--- src/rtl/assert_macros.svh ---
// ----------------------------------------------------------------------------
// assert_macros.svh
// assertion shorthands, sampled on clk and disabled while rst_n is low
// ----------------------------------------------------------------------------
`ifndef ASSERT_MACROS_SVH
`define ASSERT_MACROS_SVH

// condition holds at every clock edge out of reset
`define CVSQ_ASSERT_ALWAYS(label, cond) \
    label: assert property (@(posedge clk) disable iff (!rst_n) (cond)) \
        else $error("assertion failed");

// consequence holds in the same cycle as the antecedent
`define CVSQ_ASSERT_IMPLIES(label, ante, cons) \
    label: assert property (@(posedge clk) disable iff (!rst_n) (ante) |-> (cons)) \
        else $error("assertion failed");

// consequence holds in the cycle after the antecedent
`define CVSQ_ASSERT_NEXT(label, ante, cons) \
    label: assert property (@(posedge clk) disable iff (!rst_n) (ante) |=> (cons)) \
        else $error("assertion failed");

`endif

--- src/rtl/cvsq_ram.sv ---
// ----------------------------------------------------------------------------
// cvsq_ram
// simple dual-port ram, one write and one registered read per cycle
// ----------------------------------------------------------------------------
module cvsq_ram #(
    parameter int WIDTH = 8,
    parameter int DEPTH = 16
) (
    input  logic                     clk,
    input  logic                     we,
    input  logic [$clog2(DEPTH)-1:0] waddr,
    input  logic [WIDTH-1:0]         wdata,
    input  logic [$clog2(DEPTH)-1:0] raddr,
    output logic [WIDTH-1:0]         rdata
);

    logic [WIDTH-1:0] mem [DEPTH];

    always_ff @(posedge clk)
    begin
        if (we)
        begin
            mem[waddr] <= wdata;
        end
        rdata <= mem[raddr];
    end

endmodule

--- config.mk ---
export PLATFORM = sky130hd
export DESIGN_NAME = cvsq_ram
export DESIGN_NICKNAME = d
export VERILOG_FILES = /design/src/rtl/assert_macros.svh /design/src/rtl/cvsq_ram.sv
export SDC_FILE = /design/constraint.sdc
export NUM_CORES = 1
export LEC_CHECK = 0
export BUFFER_PORTS_ARGS = -buffer_cell sky130_fd_sc_hd__buf_2
export CAP_MARGIN = 40
export CORE_MARGIN = 3
export CORE_UTILIZATION = 45
export CTS_CLUSTER_SIZE = 30
export DETAILED_ROUTE_END_ITERATION = 10
export SYNTH_ARGS = -nofsm -noshare
export SYNTH_HDL_FRONTEND = slang
export SYNTH_SLANG_ARGS = --single-unit
export TNS_END_PERCENT = 20
--- constraint.sdc ---
create_clock -name clk -period 2.1 [get_ports clk]
set_input_delay 0.42 -clock clk [delete_from_list [all_inputs] [get_ports clk]]
set_output_delay 0.42 -clock clk [all_outputs]
set_load 0.005 [all_outputs]
==> results of run 1 <==
-- synthesized netlist by cell type --
library cell | instances | area (µm²)
a22oi_1 | 16 | 120
and2_1 | 1 | 6.26
and2b_1 | 1 | 7.51
buf_2 | 3 | 15.0
buf_4 | 1 | 7.51
buf_6 | 3 | 33.8
clkdlybuf4s25_2 | 3 | 30.0
dfxtp_1 | 8 | 160
edfxtp_1 | 128 | 3840
mux4_1 | 14 | 368
mux4_2 | 18 | 405
nand2_1 | 9 | 33.8
nand2b_1 | 2 | 12.5
nand3_1 | 1 | 5.00
nand3b_1 | 2 | 15.0
nor2_1 | 13 | 48.8
nor2b_1 | 1 | 6.26
nor3_1 | 4 | 20.0
or3b_2 | 1 | 8.76
-- metal layers --
layer,up-vias,global-route usage,share of wire,wire length [µm]
met2,60,0.257,0.50,4910
met1,1259,0.234,0.45,4430
met3,11,0.0481,0.045,447
met5,-,0,0,0
met4,0,0.0625,0.011,106
li1,1089,-,-,-
-- cell families (layout without fill, tap and decap cells) --
kind of cell,count (synthesis),count (layout),share of synthesized area
DFF,136,136,0.778
buffers and inverters,10,80,0.0168
AOI/OAI and AO/OA,16,16,0.0233
and+or+nand+nor,35,35,0.0318
muxes,32,32,0.150
-- cells in the final DEF, fill, tap and decap left out, types with 2 or more instances in the layout --
cell,instances
edfxtp_1,128
buf_2,25
buf_4,20
mux4_2,18
clkbuf_16,17
a22oi_1,16
mux4_1,14
nor2_1,13
nand2_1,9
dfxtp_1,8
clkinvlp_4,7
nor3_1,4
bufinv_16,3
buf_12,3
nand3b_1,2
nand2b_1,2
clkinv_4,2
-- worst min-delay path by stage --
stage | startpoint | to | slack (ns) | cells past startpoint
detailed placement | mem[14][0]$_DFFE_PP_ | rdata[0]$_DFF_P_ | 0.67 | 3
global route | wdata[5] | mem[5][5]$_DFFE_PP_ | 0.39 | 1
global placement | mem[14][1]$_DFFE_PP_ | rdata[1]$_DFF_P_ | 0.65 | 3
finish | wdata[5] | mem[5][5]$_DFFE_PP_ | 0.40 | 1
CTS | wdata[5] | mem[6][5]$_DFFE_PP_ | 0.39 | 1
floorplan | wdata[0] | mem[0][0]$_DFFE_PP_ | 0.52 | 0
-- metrics by stage --
stage | worst slack, ns | power (µW) | hold WS [ns] | instances
after floorplan | 0.187 | 3260 | 0.519 | 229
after global placement | 0.218 | 3400 | 0.646 | 407
after detailed placement | 0.205 | 3400 | 0.668 | 407
after CTS | 0.638 | 6340 | 0.387 | 439
after global routing | 0.580 | 6510 | 0.389 | 439
final | 0.616 | 6300 | 0.396 | 439
-- flip-flops by register name, summed over array words and instances (netlist names) --
signal,cells
rdata,8
mem,128
-- worst max-delay path: cells and delay by family --
family          cells  cell delay [ns]
mux                 1             0.59
simple gates        1             0.09
buf+inv             2             0.32
compound gates      1             0.34
-- report_power, final --
group | leakage, µW | internal [µW] | switching, µW
clock | 0.000271 | 1860 | 1100
combinational | 0.000605 | 129 | 158
sequential | 0.00122 | 3040 | 18.2
total | 0.00210 | 5030 | 1270
-- area by class of cell --
cell class / count / area, µm²
Fill cell: 843 / 4860
Sequential cell: 136 / 4000
Multi-Input combinational cell: 83 / 1060
Clock buffer: 17 / 425
Timing Repair Buffer: 48 / 335
Clock inverter: 15 / 178
Tap cell: 140 / 175
==> metrics, run 1 <==
PD cells approximately 1000 nW/µm²; clk_lat worst skew just over 0.4 ns; RSZ-0062 raised after global routing false; Die Span Y around 110 µm; antenna violations before repair 0; number of cells produced by synthesis 229; CP Cell Sequence buf_2 > buf_12 > mux4_1 > a22oi_1 > nand2_1; register bit total from synthesis about 140; synth warn 0; Setup crit end kind flop; syn avg cell area between 20 and 25 µm²; CTS resizes 0; Syn Nets ~250; routed wire length a little under 10000 µm; 1st-pass router iterations 4; r2r startpoint mem[1][2]$_DFFE_PP_; fin. max-slew vios 0; routed vias/inst about 5.5; crit path to rdata[2]$_DFF_P_; first-pass GRT wire length ~15000 µm; GR Overflow Total 0; row cnt 38; reg2reg end rdata[2]$_DFF_P_; CP Max Fanout 10; Final ANT Viol Nets 0; Final Cycle Share 0.707; Slew @ Worst Pin between 0.4 and 0.5 ns; n_diodes 0; Arrival @ worst endpoint ~1.8 ns; routed len/inst between 20 and 25 µm; reported max-cap violation count 0; layout cells sized above 1 0.328; die area 12800 µm²; post-DP HPWL between 6000 and 7000 µm; Setup Fix Bufs, Post-CTS 0; GP Congestion about 0.7; # hold bufs at CTS 0; Critical Path Start raddr[0]; Final Util 0.560; HP Class in2reg; vias in the first global route 2545; FF-to-FF path depth 3; Total Routing Usage GR 0.168; post-route clock skew about 0.0075 ns; Pleak approximately 0.0021 µW; Total Negative Setup Slacks 0 ns; core outline area 11000 µm²; routed via count around 2400; Post-DP Area 5570 µm²; Port-buffer cells 25; Final Cell Area ~6200 µm²; CTS tree yes; DRC Markers 0; overall die width 113 µm; maximum number of pins on one net before global-route repair 17; synthesized cell area ~5000 µm²; slowest CP cell mux4_1; total CTS buffers 17; Initial Util 0.467; CTS H-Tree Depth 4; IO Pins 26; Hold Vio Cnt, Final 0; Clock Tree Root clkbuf_16; Clock Sinks around 140; critical path class in2reg; post-synthesis sequential area ratio 0.778; crit path launch type input pin; final setup violating endpoints 0; headroom to the max-slew limit 0.710; library cells used by synthesis 19; Max IR drop VDD 0.000525 V; status completed; FMAX 0.674 GHz; Worst Path Required 2.39 ns; Reg2Reg Setup Slack between 0.6 and 0.7 ns; Nets just over 300; area growth from synthesis to final layout 20.0%; DRT iter0 DRCs ~190; clock buffer depth 2; Worst-path clk slew 0.06 ns; crit path time final about 1.5 ns; critical path's largest stage delay 0.59 ns
(Power assumes the default switching activity.)
==> run 2: changes to the inputs <==
==> constraint.sdc (replaced) <==
create_clock -name clk -period 1.4 [get_ports clk]
set_input_delay 0.28 -clock clk [delete_from_list [all_inputs] [get_ports clk]]
set_output_delay 0.28 -clock clk [all_outputs]
set_load 0.005 [all_outputs]
==> run 2 against run 1 <==
  * Global-route usage increased by 0.062 points
  * Highest routed layer unchanged
  * Utilization increased by 1.9 points
  * Non-clock buffer count increased by 14
  * Sequential share of layout area decreased by 2.1 points
  * Clock power increased by 63%
  * Critical path type is now reg2reg
  * Flip-flop and latch count unchanged
  * Final area increased by 3.4%
  * Power increased by 56%
  * Final cell count increased by 3.2%
  * Largest power group is now the clock network
  * Combinational power increased by 62%
  * Critical endpoint is now rdata[3]$_DFF_P_
==> metrics, run 2 (synthesis gave the netlist of run 1 again) <==
vias in the first global route 2661 (was 2545); Post-DP Area 5720 µm² (was 5570 µm²); max FFs per register 128 (unchanged); routed len/inst 21.8 µm (was 22.6 µm); Arrival @ worst endpoint 1.61 ns (was 1.77 ns); DRT iter0 DRCs 193 (unchanged); final setup violating endpoints 0 (unchanged); antenna violations before repair 0 (unchanged); crit path launch type flop (was input pin); PD cells 1540 nW/µm² (was 1020 nW/µm²); slowest CP cell mux4_1 (unchanged); core outline area 11000 µm² (unchanged); Clock Sinks 136 (unchanged); Port-buffer cells 25 (unchanged); row cnt 38 (unchanged); CTS tree yes (unchanged); routed via count 2486 (was 2419); Nets 318 (was 304); Slew @ Worst Pin 0.820 ns (was 0.436 ns); clock buffer depth 2 (unchanged); DRC Markers 0 (unchanged); Final ANT Viol Nets 0 (unchanged); HP Class in2reg (unchanged); top flop regs mem (128), rdata (8) (unchanged); total CTS buffers 17 (unchanged); Total Negative Setup Slacks 0 ns (unchanged); Final Cycle Share 0.940; largest register by flop count mem (unchanged); Final Util 0.579 (was 0.560); 1st-pass router iterations 4 (unchanged); critical path class reg2reg (was in2reg); n_diodes 0 (unchanged); GP Congestion 0.790 (was 0.701); Worst Path Required 1.70 ns (was 2.39 ns); Final Cell Area 6380 µm² (was 6170 µm²); Pleak 0.00222 µW (was 0.00210 µW); # hold bufs at CTS 0 (unchanged); Reg2Reg Setup Slack 0.08 ns (was 0.65 ns); maximum number of pins on one net before global-route repair 18 (was 17); Die Span Y 113 µm (unchanged); clk_lat worst skew 0.41 ns (about the same); IO Pins 26 (unchanged); fin worst setup slack 0.0842 ns (was 0.616 ns); headroom to the max-slew limit 0.451 (was 0.710); worst slack, placed -0.389 ns (was 0.205 ns); FMAX ~0.76 GHz; CP Cell Sequence mux4_1 > a22oi_2 > nand2_1 (was buf_2 > buf_12 > mux4_1 > a22oi_1 > nand2_1); post-route clock skew 0.00603 ns (was 0.00748 ns); reported max-cap violation count 0 (unchanged); DP Cell Count 421 (was 407); fin. max-slew vios 0 (unchanged); status completed (unchanged); layout cells sized above 1 0.377 (was 0.328); critical path's largest stage delay 0.53 ns (was 0.59 ns); most common cell after layout, fill and taps aside edfxtp_1 (unchanged); overall die width 113 µm (unchanged); area growth from synthesis to final layout 24.0% (was 20.0%); most frequent cells in the layout edfxtp_1, buf_4, buf_2, mux4_2, clkbuf_16 (was edfxtp_1, buf_2, buf_4, mux4_2, clkbuf_16); routed vias/inst 5.49 (was 5.51); routed wire length 9890 µm (was 9900 µm); RSZ-0062 raised after global routing false (unchanged); Max IR drop VDD 0.00134 V (was 0.000525 V); Total Routing Usage GR 0.169 (was 0.168); Initial Util 0.467 (unchanged); Hold Vio Cnt, Final 0 (unchanged); Post-Layout Cell Count 453 (was 439); Setup crit end kind flop (unchanged); post-DP HPWL 6530 µm (was 6300 µm); Worst-path clk slew 0.06 ns (about the same); CP Max Fanout 1 (was 10); first-pass GRT wire length 15400 µm (was 15200 µm); die area 12800 µm² (unchanged); GR Overflow Total 0 (unchanged); Clock Tree Root clkbuf_16 (unchanged); CTS H-Tree Depth 4 (unchanged); crit path time final ~1.3 ns
==> run 2: cell types whose count changed in the layout (fill, tap and decap cells not counted), moves of 2 or more <==
cell        before  now
clkinvlp_4       7    4
buf_4           20   32
a22oi_1         16   13
bufinv_16        3    5
a22oi_2          0    3
buf_12           3    5
==> run 2: cell type report <==
cell class	instances	area (µm²)
clock buffers	17	425
repair buffers	62	465
well taps	140	175
flip-flops and latches	136	4000
fillers	831	4650
clock inverters	15	225
multi-input cells	83	1090
==> run 2: metal layers <==
metal / vias up / routed length, µm / track usage
li1: 1117 / - / -
met1: 1286 / 4260 / 0.226
met2: 77 / 4890 / 0.269
met3: 6 / 689 / 0.0567
met4: 0 / 57 / 0.0457
met5: - / 0 / 0
==> run 2: timing repair <==
item / in CTS / in global routing
buffers inserted: 0 / 0
gates resized for setup: 0 / 3
endpoints found under the setup margin: 0 / 3
==> run 2: worst paths after layout <==
kind         cells after the start             endpoint                  from
min                              1  mem[3][4]$_DFFE_PP_              wdata[4]
max                              3     rdata[3]$_DFF_P_   mem[1][3]$_DFFE_PP_
max reg2reg                      3     rdata[3]$_DFF_P_   mem[1][3]$_DFFE_PP_
min reg2reg                      3     rdata[3]$_DFF_P_  mem[15][3]$_DFFE_PP_
==> run 2: stage by stage <==
step                power (µW)  hold slack (ns)
finish                    9860            0.253
global route             10200            0.252
CTS                       9950            0.245
detailed placement        5130            0.659
global placement          5110            0.651
floorplan                 4890            0.379
==> run 2: critical path, delay by kind of cell, from the launching register on <==
| kind | cells | cell delay (ns) |
|---|---|---|
| mux | 1 | 0.53 |
| compound gates | 1 | 0.26 |
| simple gates | 1 | 0.07 |
| flops | 1 | 0.34 |
==> run 2: power by group <==
part           internal, µW  switching [µW]
Combinational           220             244
Sequential             4550            23.8
Clock                  3160            1650
==> run 3: changes to the inputs <==
--- a/config.mk
+++ b/config.mk
@@ -11,6 +11,7 @@
 export CORE_UTILIZATION = 45
 export CTS_CLUSTER_SIZE = 30
 export DETAILED_ROUTE_END_ITERATION = 10
+export MAX_ROUTING_LAYER = met4
 export SYNTH_ARGS = -nofsm -noshare
 export SYNTH_HDL_FRONTEND = slang
 export SYNTH_SLANG_ARGS = --single-unit
==> constraint.sdc (replaced) <==
create_clock -name clk -period 1.4 [get_ports clk]
set_input_delay 0.28 -clock clk [delete_from_list [all_inputs] [get_ports clk]]
set_output_delay 0.28 -clock clk [all_outputs]
set_load 0.05 [all_outputs]
==> run 3 against run 2 <==
  * Highest routed layer unchanged
  * Via count rose by 1.6%
  * Register-to-register slack barely moved
  * Critical path depth fell by 2
  * Final cell count did not move
  * Non-clock buffer count did not move
  * Fmax fell by 0.67%
  * Clock power barely moved
  * Global-route usage rose by 0.48 points
==> metrics, run 3 (synthesis gave the netlist of run 1 again) <==
total power 9960 µW (was 9860 µW); Slew @ Worst Pin 0.846 ns (was 0.820 ns); HP Class in2reg (unchanged); crit path time final 1.32 ns (about the same); Initial Util 0.467 (unchanged); DR WL met2 4920 µm (was 4890 µm); Comb power frac 0.056 (was 0.047); vias in the first global route 2659 (was 2661); clk_lat worst skew 0.41 ns (about the same); Switching Share 0.203 (was 0.195); overall die width 113 µm (unchanged); Post-DP Area 5720 µm² (unchanged); delay-heaviest family, CP flip-flops (was multiplexers); Multi-input gate area 1090 µm² (unchanged); Max IR drop VDD 0.00134 V (about the same); Clock Tree Root clkbuf_16 (unchanged); top flop regs mem (128), rdata (8) (unchanged); fin. max-slew vios 0 (unchanged); Pleak 0.00222 µW (unchanged); FMAX 0.755 GHz (was 0.760 GHz); reported max-cap violation count 0 (unchanged); CTS H-Tree Depth 4 (unchanged); n_diodes 0 (unchanged); GP Congestion 0.802 (was 0.790); core outline area 11000 µm² (unchanged); hold path startpoint wdata[4] (unchanged); Final Cycle Share 0.946 (was 0.940); final setup violating endpoints 0 (unchanged); Hold Vio Cnt, Final 0 (unchanged); Setup crit end kind output pin (was flop); r2r startpoint mem[1][3]$_DFFE_PP_ (unchanged); PD cells 1560 nW/µm² (was 1540 nW/µm²); most common cell after layout, fill and taps aside edfxtp_1 (unchanged); Critical Path Start rdata[6]$_DFF_P_ (was mem[1][3]$_DFFE_PP_); switching power of the nets 2020 µW (was 1920 µW); Die Span Y 113 µm (unchanged); clock buffer depth 2 (unchanged); WP buf/inv 1 (was 0); reg2reg end rdata[3]$_DFF_P_ (unchanged); Worst Path Required 1.12 ns (was 1.70 ns); CTS resizes 0 (unchanged); max FFs per register 128 (unchanged); met3 wire length 559 µm (was 689 µm); highest metal used met4 (unchanged); Final ANT Viol Nets 0 (unchanged); Nets 318 (unchanged); CTS tree yes (unchanged); post-route clock skew 0.00675 ns (was 0.00603 ns); status completed (unchanged); fin worst setup slack 0.0753 ns (was 0.0842 ns); Setup Fix Bufs, Post-CTS 0 (unchanged); worst slack, placed -0.389 ns (unchanged); routed via count 2525 (was 2486); CP Max Fanout 1 (unchanged); Clock Sinks 136 (unchanged); IO Pins 26 (unchanged); critical path's largest stage delay 0.35 ns (was 0.53 ns); Arrival @ worst endpoint 1.04 ns (was 1.61 ns); antenna violations before repair 0 (unchanged); Worst-path clk slew 0.06 ns (about the same); Final Cell Area 6380 µm² (unchanged); FF-to-FF path depth 3 (unchanged); critical path class reg2out (was reg2reg); largest register by flop count mem (unchanged); Total Routing Usage GR 0.174 (was 0.169); row cnt 38 (unchanged); DRC Markers 0 (unchanged); GR Overflow Total 0 (unchanged); post-DP HPWL 6530 µm (unchanged); headroom to the max-slew limit 0.434 (was 0.451); routed vias/inst 5.57 (was 5.49); routed metal-1 wirelength 4350 µm (was 4260 µm); die area 12800 µm² (unchanged); crit path launch type flop (unchanged); layout cells sized above 1 0.377 (unchanged); Clock Power Share 0.484 (was 0.489); most frequent cells in the layout edfxtp_1, buf_4, buf_2, mux4_2, clkbuf_16 (unchanged); 1st-pass router iterations 5 (was 4); area growth from synthesis to final layout 24.0% (unchanged); RSZ-0062 raised after global routing false (unchanged); Hold EP mem[3][4]$_DFFE_PP_ (unchanged); maximum number of pins on one net before global-route repair 18 (unchanged); Seq pwr share 0.460 (was 0.464); Reg2Reg Setup Slack 0.08 ns (about the same); Hold WS 0.255 ns (was 0.253 ns); first-pass GRT wire length 15400 µm (about the same); routed wire length 9890 µm (about the same); slowest CP cell dfxtp_1 (was mux4_1); WHS Path Cells 1 (unchanged); Filler cells 831 (unchanged); internal power 7940 µW (about the same); DRT iter0 DRCs 207 (was 193); total CTS buffers 17 (unchanged); storage element area 4000 µm² (unchanged); Port-buffer cells 25 (unchanged); routed len/inst 21.8 µm (about the same); CP Cell Sequence buf_2 (was mux4_1 > a22oi_2 > nand2_1); # hold bufs at CTS 0 (unchanged)
-- run 3: cell type report --
| cell class | count | area share |
|---|---|---|
| Clock buffer | 17 | 0.0666 |
| Clock inverter | 15 | 0.0353 |
| Multi-Input combinational cell | 83 | 0.171 |
| Sequential cell | 136 | 0.627 |
| Tap cell | 140 | 0.0274 |
| Timing Repair Buffer | 62 | 0.0729 |
-- run 3: power by group through the flow --
stage	clock network [µW]	logic, µW	registers [µW]
final	4820	560	4580
after detailed placement	0	558	4660
after CTS	4900	562	4580
after global placement	0	551	4660
after global routing	5080	599	4580
after floorplan	0	234	4750
-- run 3: worst max-delay path by stage --
stage	end	slack [ns]	depth (start not counted)
CTS	rdata[2]$_DFF_P_	0.00001	3
global placement	rdata[2]$_DFF_P_	-0.37	6
detailed placement	rdata[2]$_DFF_P_	-0.39	6
floorplan	mem[8][0]$_DFFE_PP_	-0.07	2
finish	rdata[6]	0.08	1
global route	rdata[3]$_DFF_P_	0.008	3
-- run 3: through the flow --
| step | instances | util | TNS (ns) |
|---|---|---|---|
| floorplan | 229 | - | -2.18 |
| global placement | 421 | 0.518 | -4.55 |
| detailed placement | 421 | 0.518 | -5.75 |
| CTS | 453 | 0.577 | 0 |
| global route | 453 | 0.579 | 0 |
| finish | 453 | 0.579 | 0 |
-- run 3: metal layers --
metal | GRT usage | vias to the layer above
met2 | 0.270 | 78
met5 | - | -
met3 | 0.0567 | 6
li1 | - | 1116
met1 | 0.224 | 1325
met4 | 0.0457 | 0
